<file path="src/rtl/ffha_pkg.sv">
// ----------------------------------------------------------------------------
// ffha_pkg
// Shared types and codes for the first-fit heap allocator: request modes,
// sequencer states and the control/flag bundles of the shared add/compare unit.
// ----------------------------------------------------------------------------
`default_nettype none

package ffha_pkg;

  // fixed widths of the item fields
  localparam int MODE_W  = 2;
  localparam int FIELD_W = 10;

  // request modes
  typedef enum logic [MODE_W-1:0] {
    MODE_INIT    = 2'd0,
    MODE_ALLOC   = 2'd1,
    MODE_RELEASE = 2'd2
  } mode_t;

  // constant term added (or subtracted) by the shared unit
  typedef enum logic [1:0] {
    CST_NONE,
    CST_HDR,
    CST_HDR_SLACK
  } cst_t;

  // shared unit control
  typedef struct packed {
    cst_t cst;
    logic neg;
  } alu_ctl_t;

  // shared unit compare results
  typedef struct packed {
    logic ge;
    logic eq;
  } alu_flags_t;

  // sequencer states
  typedef enum logic [4:0] {
    S_BOOT,
    S_IDLE,
    S_HINIT,
    S_A_RD,
    S_A_FIT,
    S_A_NEXT,
    S_A_SPLIT,
    S_A_NP,
    S_A_REM,
    S_A_SHRINK,
    S_A_MARK,
    S_R_RD,
    S_R_CHK,
    S_R_NEXT,
    S_R_MARK,
    S_C_RD,
    S_C_CUR,
    S_C_NX,
    S_C_NRD,
    S_C_NCHK,
    S_C_WR,
    S_PAY,
    S_OK,
    S_FAIL
  } state_t;

endpackage

`default_nettype wire

</file>
<file path="src/rtl/ffha_alu.sv">
// ----------------------------------------------------------------------------
// ffha_alu
// Shared add/subtract and compare unit: sum = a +/- b +/- constant, then the
// sum is compared against a third operand.
// ----------------------------------------------------------------------------
`default_nettype none

module ffha_alu import ffha_pkg::*; #(
  parameter int CW              = 12,
  parameter int HEADER_BYTES    = 24,
  parameter int MIN_SPLIT_SLACK = 8
) (
  input  wire logic [CW-1:0] a,
  input  wire logic [CW-1:0] b,
  input  wire logic [CW-1:0] cmp,
  input  wire alu_ctl_t      ctl,
  output logic      [CW-1:0] sum,
  output alu_flags_t         flags
);

  localparam logic [CW-1:0] K_HDR       = CW'(HEADER_BYTES);
  localparam logic [CW-1:0] K_HDR_SLACK = CW'(HEADER_BYTES + MIN_SPLIT_SLACK);

  logic [CW-1:0] k;

  // constant term
  always_comb begin
    case (ctl.cst)
      CST_NONE:      k = '0;
      CST_HDR:       k = K_HDR;
      CST_HDR_SLACK: k = K_HDR_SLACK;
      default:       k = '0;
    endcase
  end

  // add or subtract, then compare
  always_comb begin
    if (ctl.neg) begin
      sum = a - b - k;
    end else begin
      sum = a + b + k;
    end
    flags.ge = (cmp >= sum);
    flags.eq = (cmp == sum);
  end

endmodule

`default_nettype wire

</file>
<file path="config.mk">
export PLATFORM = sky130hd
export DESIGN_NAME = ffha_alu
export DESIGN_NICKNAME = d
export VERILOG_FILES = /design/src/rtl/ffha_pkg.sv /design/src/rtl/ffha_alu.sv
export SDC_FILE = /design/constraint.sdc
export NUM_CORES = 1
export LEC_CHECK = 0
export ABC_CLOCK_PERIOD_IN_PS = 3200
export BUFFER_PORTS_ARGS = -buffer_cell sky130_fd_sc_hd__buf_2
export CORE_MARGIN = 4
export CORE_UTILIZATION = 51
export DETAILED_ROUTE_END_ITERATION = 12
export PLACE_DENSITY_LB_ADDON = 0.15
export RECOVER_POWER = 25
export SYNTH_ARGS = -nofsm -noshare
export SYNTH_HDL_FRONTEND = slang
export SYNTH_SLANG_ARGS = --single-unit
</file>
<file path="constraint.sdc">
create_clock -name vclk -period 3.2
set_input_delay 0.32 -clock vclk [all_inputs]
set_output_delay 0.32 -clock vclk [all_outputs]
set_load 0.05 [all_outputs]
</file>
==> results of run 1 <==
==> logic make-up (layout without fill, tap and decap cells) <==
family / count (synthesis) / in the layout / share of synthesized area [%]
multiplexers: 7 / 7 / 3.894
AND/OR/NAND/NOR: 42 / 42 / 13.14
XOR/XNOR: 16 / 16 / 7.393
buffers and inverters: 42 / 154 / 8.449
AO/OA/AOI/OAI: 68 / 68 / 27.00
adder cells (fa/ha/maj): 56 / 56 / 40.13
==> area by class of cell <==
type                            instances  area share [%]
Inverter                               37           4.871
Multi-Input combinational cell        189           65.95
Tap cell                               46           2.018
Timing Repair Buffer                  117           27.16
==> worst min-delay path, cell delays in order <==
cell      delay, ns
buf_2          0.08
ha_1           0.15
a21oi_2        0.05
o221ai_4       0.05
buf_6          0.16
==> through the flow <==
| step | area [um2] | setup TNS (ns) |
|---|---|---|
| final | 2851 | -1.169 |
| after global routing | 2851 | -1.417 |
| after CTS | 2805 | -1.100 |
| after detailed placement | 2699 | -1.663 |
| after global placement | 2699 | -1.463 |
| after floorplan | 1953 | -0.9117 |
==> synthesized netlist by cell type (2+ instances only) <==
library cell   n  area share (%)
a31o_2         3             1.4
nand3b_1       2            0.79
xnor2_1       13             6.0
nor2_1         7             1.4
and3_1         3            0.99
nor3_1         3            0.79
nand2b_1       5             1.7
fa_1           8             8.4
nand4_1        4             1.3
mux2i_1        4             2.1
xor2_1         3             1.4
o211a_1        2             1.1
inv_1         37             7.3
a21oi_1       17             4.5
ha_1          48              32
o21ai_0        2            0.53
or2_2          4             1.3
buf_2          2            0.53
mux2_2         3             1.8
o21a_1         2            0.79
buf_1          2            0.40
o21ai_1        2            0.53
a211oi_1       4             1.6
nand2_1        6             1.2
a211o_1        2            0.92
a21o_1        19             7.5
==> path summary, 6_finish.rpt <==
kind              startpoint       end  cells past startpoint
hold / removal       cmp[11]  flags[1]                      5
setup / recovery      ctl[1]  flags[1]                     15
==> routing by layer <==
layer  part of all wire, %  track usage [%]
met1                    41            25.36
met5                     0                0
met2                    54            44.88
met4                   1.2            3.406
met3                   4.0           0.8104
==> power by group through the flow <==
stage | sequential (mW) | clock (mW) | combinational [mW]
after floorplan | 0 | 0 | 0.680
after global placement | 0 | 0 | 0.972
after detailed placement | 0 | 0 | 0.994
after CTS | 0 | 0 | 1.05
after global routing | 0 | 0 | 1.18
final | 0 | 0 | 1.10
==> what timing repair did <==
action                     CTS  global route
setup endpoints to repair    5             5
pin swaps                    9             6
setup buffers                4             0
gates resized for setup     17            14
==> summary.md, run 1 <==
| Metric | Value |
|---|---|
| Post-synth cell types | `50` |
| Status | `complete, but fails checks` |
| Drt pass-1 iters | `4` |
| Worst vdd ir | `0.2144 mV` |
| Post-route minimum period | `3.823 ns` |
| HPWL Detailed | `4263 um` |
| Hold buffers post-CTS | `0` |
| Register area share after synthesis | `0%` |
| Initial DRC count | `55` |
| Commonest cells after routing, fill and taps aside | `buf_4, buf_2, ha_1` |
| Critical path cell sequence | `buf_2 > nand2b_4 > inv_2 > fa_1 > ha_1 > a21o_1 > a21o_1 > a311o_1 > a21o_1 > o311a_1 > ha_1 > nand4_1 > or2_4 > o221ai_4 > buf_6` |
| Ports | `53` |
| Total chip power | `1.096 mW` |
| Width of the chip | `68.97 um` |
| Total Wirelength | `5268 um` |
| Initial antenna violation count | `0` |
| Core region area | `3468 um2` |
| Commonest non-fill, non-tap cell in the layout | `buf_4` |
| Power share of the combinational group | `100.0%` |
| GR Util All Layers | `22.08%` |
| Worst EP required | `2.88 ns` |
| Total of fill cells in the finished design | `roughly 250` |
| Cell mode on critical path | `a21o_1` |
| Final ANT Viol Nets | `0` |
| Via density | `5.280` |
| GP Congestion | `about 0.83` |
| Fin cells | `389` |
| ANT cells | `0` |
| Grt ovf | `0` |
| Sequential Power Share | `0%` |
| Crit path buf inv count | `3` |
| Synth Area per Inst | `between 8 and 9 um2` |
| Row count | `21` |
| Vias in the first global route | `around 2000` |
| DR vias | `2054` |
| Fin crit share | `119.5%` |
| Initial Utilization | `54.65%` |
| Die Height | `between 60 and 70 um` |
| Final layout net count | `440` |
| Remaining DRCs | `0` |
| Layout Utilization | `82.22%` |
| Clock power frac | `0%` |
| Register area | `0 um2` |
| Mapped Area | `between 1500 and 2000 um2` |
| CP Class | `in -> out` |
| Crit end category | `output port` |
| Proportion of layout cells with a drive suffix above 1 | `44.02%` |
| FMAX | `around 260 MHz` |
| RSZ-0062 raised after global routing | `true` |
| Final Max Slew Viols | `0` |
| Flip-flop and latch count | `0` |
| Cell family with most CP delay | `compound AO/OA/AOI/OAI gates` |
| Worst Path Arrival | `3.50 ns` |
| Endpoints failing setup | `2` |
| Area delta synth->final | `50.43%` |
| Switching part of the total | `54.38%` |
| Hold Path Class | `in -> out` |
| Max-slew headroom | `59.55%` |
| MaxCap Viol Count | `0` |
| Port buffer count | `53` |
| Pint | `0.5001 mW` |
| NetSw | `0.5962 mW` |
| WHS | `1.124 ns` |
| Net count after synthesis | `326` |
| Warnings, synthesis | `0` |
| Worst Setup Start Kind | `input port` |
| Final WS setup | `-0.6234 ns` |
| Failing checks | `negative setup slack` |
| Max incr delay on CP | `0.45 ns` |
| Pre-CTS WS | `-0.8233 ns` |
| Die area | `approximately 4800 um2` |
| Pin count of the biggest net entering global routing | `22` |
| DR WL/cell | `13.54 um` |
| Slowest CP cell | `fa_1` |
| Measured slew at the worst slew-check pin | `0.6094 ns` |
| Placed cell count | `approximately 390` |
| Post-Syn Instances | `231` |
| Final Hold Fails | `0` |
| Multi-input gate area | `around 1900 um2` |
| First-pass GRT wire length | `8211 um` |
| Clkbuf count | `0` |
| Critical-path maximum fanout | `3` |
| P per Cell Area | `slightly below 400 nW/um2` |
| Pleak | `1.588 nW` |
(Power assumes the default switching activity.)
==> run 2, diff against run 1 <==
Settings changed: GPL_TIMING_DRIVEN from default to 0.
==> run 2 against run 1 <==
The run still ends with negative setup slack left. Hold slack improved by 0.0050 ns. Combinational power fell by 8%. Sequential share of layout area did not move. Utilization fell by 7.5 points. Global-route usage fell by 2.8 points. Critical path depth did not move. Clock-buffer cell count did not move. Total power fell by 8.0%. Via count fell by 8.7%. Largest power group unchanged.
==> summary.md, run 2 (synthesized netlist as in run 1, its figures left out) <==
| Metric | Value |
|---|---|
| Worst Setup EP | `flags[1]` |
| Failing checks | `negative setup slack` |
| NetSw | `0.5760 mW (-3.4%)` |
| Final Max Slew Viols | `0 (unchanged)` |
| Final layout net count | `394 (-10%)` |
| Max-slew headroom | `59.07% (-0.47 points)` |
| GP Congestion | `0.8645 (+3.8%)` |
| CP Class | `in -> out` |
| ANT cells | `0 (unchanged)` |
| Critical path cell sequence | `buf_2 > nand2b_4 > inv_2 > fa_2 > ha_4 > nand2_1 > o21ai_2 > a311o_1 > nand2_1 > o311a_1 > ha_4 > nand4_1 > or2_4 > o221ai_4 > buf_6` |
| Width of the chip | `68.97 um (unchanged)` |
| Power share of the combinational group | `100.0% (about the same)` |
| Post-route minimum period | `3.837 ns (+0.01385 ns)` |
| GR Util All Layers | `19.32% (-2.8 points)` |
| Remaining DRCs | `0 (unchanged)` |
| Clock power frac | `0% (unchanged)` |
| CP startpoint | `ctl[2]` |
| Initial antenna violation count | `0 (unchanged)` |
| Clkbuf count | `0 (unchanged)` |
| Area delta synth->final | `36.77%` |
| Initial Utilization | `54.65% (unchanged)` |
| P per Cell Area | `389.0 nW/um2 (+1.2%)` |
| Total of fill cells in the finished design | `283 (+14%)` |
| MaxCap Viol Count | `0 (unchanged)` |
| Endpoints failing setup | `2 (unchanged)` |
| Max incr delay on CP | `0.48 ns (+0.03 ns)` |
| Sequential Power Share | `0% (unchanged)` |
| Worst EP required | `2.88 ns (about the same)` |
| Pleak | `1.360 nW (-14%)` |
| Pint | `0.4324 mW (-14%)` |
| HPWL Detailed | `3727 um (-13%)` |
| Vias in the first global route | `1731 (-14%)` |
| Commonest cells after routing, fill and taps aside | `buf_2, ha_1, inv_1` |
| FMAX | `260.6 MHz (-0.36%)` |
| Die area | `4756 um2 (unchanged)` |
| Flip-flop and latch count | `0 (unchanged)` |
| First-pass GRT wire length | `7272 um (-11%)` |
| Hold Path Class | `in -> out` |
| Total negative setup slack | `-1.223 ns (-0.05365 ns)` |
| Final Hold Fails | `0 (unchanged)` |
| Final WS setup | `-0.6373 ns (-0.01385 ns)` |
| Critical-path maximum fanout | `5 (+2)` |
| Ports | `53 (unchanged)` |
| DR vias | `1875 (-8.7%)` |
| Switching part of the total | `57.12% (+2.7 points)` |
| Via density | `5.466 (+3.5%)` |
| Final ANT Viol Nets | `0 (unchanged)` |
| Core region area | `3468 um2 (unchanged)` |
| Status | `complete, but fails checks` |
| Port buffer count | `53 (unchanged)` |
| Total Wirelength | `4678 um (-11%)` |
| Die Height | `68.97 um (unchanged)` |
| Proportion of layout cells with a drive suffix above 1 | `38.38% (-5.6 points)` |
| Pin count of the biggest net entering global routing | `11 (-50%)` |
| Commonest non-fill, non-tap cell in the layout | `buf_2` |
| WHS | `1.129 ns (+0.004980 ns)` |
| Slowest CP cell | `fa_2` |
| Row count | `21 (unchanged)` |
| DR WL/cell | `13.64 um (+0.71%)` |
| Worst Path Arrival | `3.52 ns (+0.02 ns)` |
| Drt pass-1 iters | `4 (unchanged)` |
| RSZ-0062 raised after global routing | `true` |
| Grt ovf | `0 (unchanged)` |
| Crit end category | `output port` |
| Initial DRC count | `87 (+58%)` |
| Register area | `0 um2 (unchanged)` |
| Worst Setup Start Kind | `input port` |
| Worst vdd ir | `0.2236 mV (+4.3%)` |
| Fin crit share | `119.9% (+0.43 points)` |
| Measured slew at the worst slew-check pin | `0.6139 ns (+0.004513 ns)` |
[run 2: changes by cell type in the layout (fill, tap and decap cells not counted), moves of 2 or more]
cell	delta
ha_4	+5
buf_4	-52
buf_1	+2
ha_1	-5
[run 2: timing repair]
item / in CTS / in global routing
gates resized for setup: 28 / 15
setup buffers: 8 / 6
endpoints found under the setup margin: 5 / 6
pin swaps: 22 / 17
hold buffers: 0 / 0
[run 2: worst min path at each step]
stage,from,to,slack (ns),cells after the start
finish,cmp[11],flags[1],1.13,5
global route,cmp[11],flags[1],1.15,5
CTS,cmp[11],flags[1],1.13,5
detailed placement,b[0],sum[0],1.22,4
global placement,b[0],sum[0],1.21,4
floorplan,cmp[11],flags[1],0.96,3
[run 2: critical path: cells and delay by family]
family          cells  cell delay, ns
simple gates        5            0.74
buf+inv             3            0.37
fa+ha+maj           3            1.08
compound gates      4            1.00
[run 2: final cells by class]
type	instances	area (um2)	area share, %
timing repair buffer	67	406.6	15.69
inverter	37	138.9	5.357
multi-input combinational	189	1973	76.11
tap	46	57.56	2.220
buffer	4	16.27	0.6274
[run 2: per-layer routing]
metal,vias to the layer above,GRT usage (%),wire length (um)
met1,860,24.06,1965
met2,44,38.10,2403
met3,7,0.8104,260
li1,964,-,-
met4,0,0.4866,49
met5,-,0,0
[run 2: power by group through the flow]
stage / Clock [mW] / Sequential, mW / Combinational [mW]
finish: 0 / 0 / 1.01
global route: 0 / 0 / 1.10
CTS: 0 / 0 / 0.951
detailed placement: 0 / 0 / 0.854
global placement: 0 / 0 / 0.839
floorplan: 0 / 0 / 0.680
[run 2: stage by stage]
| step | utilization, % | setup WS (ns) | power (mW) | cell area, um2 | cells |
|---|---|---|---|---|---|
| 6_report | 74.75 | -0.6373 | 1.008 | 2592 | 343 |
| 5_1_grt | 74.75 | -0.7231 | 1.096 | 2592 | 343 |
| 4_1_cts | 71.72 | -0.6421 | 0.9507 | 2487 | 338 |
| 3_5_place_dp | 65.62 | -1.041 | 0.8537 | 2276 | 330 |
| 3_3_place_gp | 65.62 | -0.9690 | 0.8388 | 2276 | 330 |
| 2_1_floorplan | - | -0.5088 | 0.6800 | 1953 | 231 |
==> run 3, diff against run 2 <==
Settings changed: PLACE_DENSITY from default to 0.81, PLACE_DENSITY_LB_ADDON 0.15 to default.
==> run 3 against run 2 <==
The flow still finishes with violations (negative setup slack). Sequential share of layout area unchanged. Cell count is 2.6% higher. Global-route usage increased by 1.7 points. Largest cell class unchanged.
==> summary.md, run 3 (synthesized netlist as in run 1, its figures left out) <==
| Metric | Value |
|---|---|
| Drt pass-1 iters | `4 (unchanged)` |
| Status | `complete, but fails checks` |
| Initial DRC count | `74 (-15%)` |
| Post-route minimum period | `3.800 ns (-0.03688 ns)` |
| Crit end category | `output port` |
| DR WL/cell | `14.52 um (+6.5%)` |
| Area delta synth->final | `41.32%` |
| Total of fill cells in the finished design | `259 (-8.5%)` |
| Pin count of the biggest net entering global routing | `11 (unchanged)` |
| Final WS setup | `-0.6004 ns (+0.03688 ns)` |
| Width of the chip | `68.97 um (unchanged)` |
| Via density | `5.571 (+1.9%)` |
| RSZ-0062 raised after global routing | `true` |
| Die Height | `68.97 um (unchanged)` |
| Hold buffers post-CTS | `0 (unchanged)` |
| Grt ovf | `0 (unchanged)` |
| DR vias | `1961 (+4.6%)` |
| Total Wirelength | `5111 um (+9.3%)` |
| ANT cells | `0 (unchanged)` |
| HPWL Detailed | `3792 um (+1.7%)` |
| Cell Area, Placed | `2276 um2 (unchanged)` |
| Fin crit share | `118.8% (-1.2 points)` |
| Proportion of layout cells with a drive suffix above 1 | `40.85% (+2.5 points)` |
| MaxCap Viol Count | `0 (unchanged)` |
| Total chip power | `1.060 mW (+5.1%)` |
| Most Crowded Layer GR | `met2` |
| CP Class | `in -> out` |
| Die area | `4756 um2 (unchanged)` |
| Critical-path maximum fanout | `7 (+2)` |
| Worst Setup Start Kind | `input port` |
| Register area | `0 um2 (unchanged)` |
| Initial Utilization | `54.65% (unchanged)` |
| P per Cell Area | `395.7 nW/um2 (+1.7%)` |
| Commonest non-fill, non-tap cell in the layout | `buf_2` |
| GR met3 Demand/Resource | `0.9724% (+0.16 points)` |
| Flip-flop and latch count | `0 (unchanged)` |
| Worst vdd ir | `0.3172 mV (+42%)` |
| Row count | `21 (unchanged)` |
| Core region area | `3468 um2 (unchanged)` |
| Pleak | `1.405 nW (+3.3%)` |
| Final ANT Viol Nets | `0 (unchanged)` |
| Slowest CP cell | `fa_2` |
| Pre-CTS WS | `-1.013 ns (+0.02723 ns)` |
| Worst EP required | `2.88 ns (about the same)` |
| Commonest cells after routing, fill and taps aside | `buf_2, ha_1, inv_1` |
| Vias in the first global route | `1956 (+13%)` |
| Worst Path Arrival | `3.48 ns (-0.04 ns)` |
| Endpoints failing setup | `2 (unchanged)` |
| Final Hold Fails | `0 (unchanged)` |
| GP Congestion | `0.8070 (-6.7%)` |
| Remaining DRCs | `0 (unchanged)` |
| Hold Path Class | `in -> out` |
| Measured slew at the worst slew-check pin | `0.6144 ns (+0.0004862 ns)` |
| Clkbuf count | `0 (unchanged)` |
| Final layout net count | `403 (+2.3%)` |
| Ports | `53 (unchanged)` |
| Port buffer count | `53 (unchanged)` |
| Layout Utilization | `77.24% (+2.5 points)` |
| FMAX | `263.1 MHz (+0.97%)` |
| Initial antenna violation count | `0 (unchanged)` |
| Critical path cell sequence | `buf_8 > nand2b_4 > inv_2 > fa_2 > ha_4 > a21o_1 > a21o_1 > a311o_1 > a21o_1 > o311a_1 > ha_1 > nand4_1 > or2_4 > o221ai_4 > buf_6` |
| Final Max Slew Viols | `0 (unchanged)` |
| Global Route met2 Usage | `41.90% (+3.8 points)` |
| Cell mode on critical path | `a21o_1` |
| Failing checks | `negative setup slack` |
| Max-slew headroom | `59.22% (+0.14 points)` |
| GR Util All Layers | `21.05% (+1.7 points)` |
| Met1 usage in global routing | `24.03% (-0.027 points)` |
| Final Instance Area | `2679 um2 (+3.3%)` |
| Max incr delay on CP | `0.46 ns (-0.02 ns)` |
| First-pass GRT wire length | `7914 um (+8.8%)` |
==> run 3: report_power, final <==
group,switching [mW],leakage (nW),internal (mW),total (mW)
logic,0.593,1.41,0.467,1.06
clock network,0,0,0,0
registers,0,0,0,0
total,0.593,1.41,0.467,1.06
==> run 3: area by class of cell <==
cell class                      count  area, um2  area share, %
Buffer                              4      16.27         0.6072
Inverter                           37      141.4          5.278
Multi-Input combinational cell    189       1978          73.84
Tap cell                           46      57.56          2.149
Timing Repair Buffer               76      485.5          18.12
==> run 3: per-stage QoR <==
stage	setup TNS (ns)	hold slack (ns)	instances
after floorplan	-0.9117	0.9611	231
after global placement	-1.883	1.185	330
after detailed placement	-2.100	1.188	330
after CTS	-1.178	1.123	350
after global routing	-1.392	1.146	352
final	-1.143	1.125	352
==> run 3: what timing repair did <==
item,4_1_cts,5_1_grt
gates resized for setup,41,10
setup endpoints to repair,5,6
pin swaps,39,17
setup buffers,21,5
cloned,0,0
==> run 3: final timing paths <==
check             startpoint  slack [ns]  endpoint  depth (start not counted)
setup / recovery      ctl[1]       -0.60  flags[1]                         15
hold / removal       cmp[11]        1.12  flags[1]                          5
==> run 3: critical path: cells and delay by family <==
family / cells / cell delay (ns)
compound gates: 6 / 1.21
fa+ha+maj: 3 / 1.05
buf+inv: 3 / 0.33
simple gates: 3 / 0.55
==> run 3: metal layers <==
layer / part of all wire, % / up-vias
li1: - / 982
met4: 2.3 / 0
met5: 0 / -
met2: 53 / 56
met3: 4.1 / 12
met1: 41 / 911
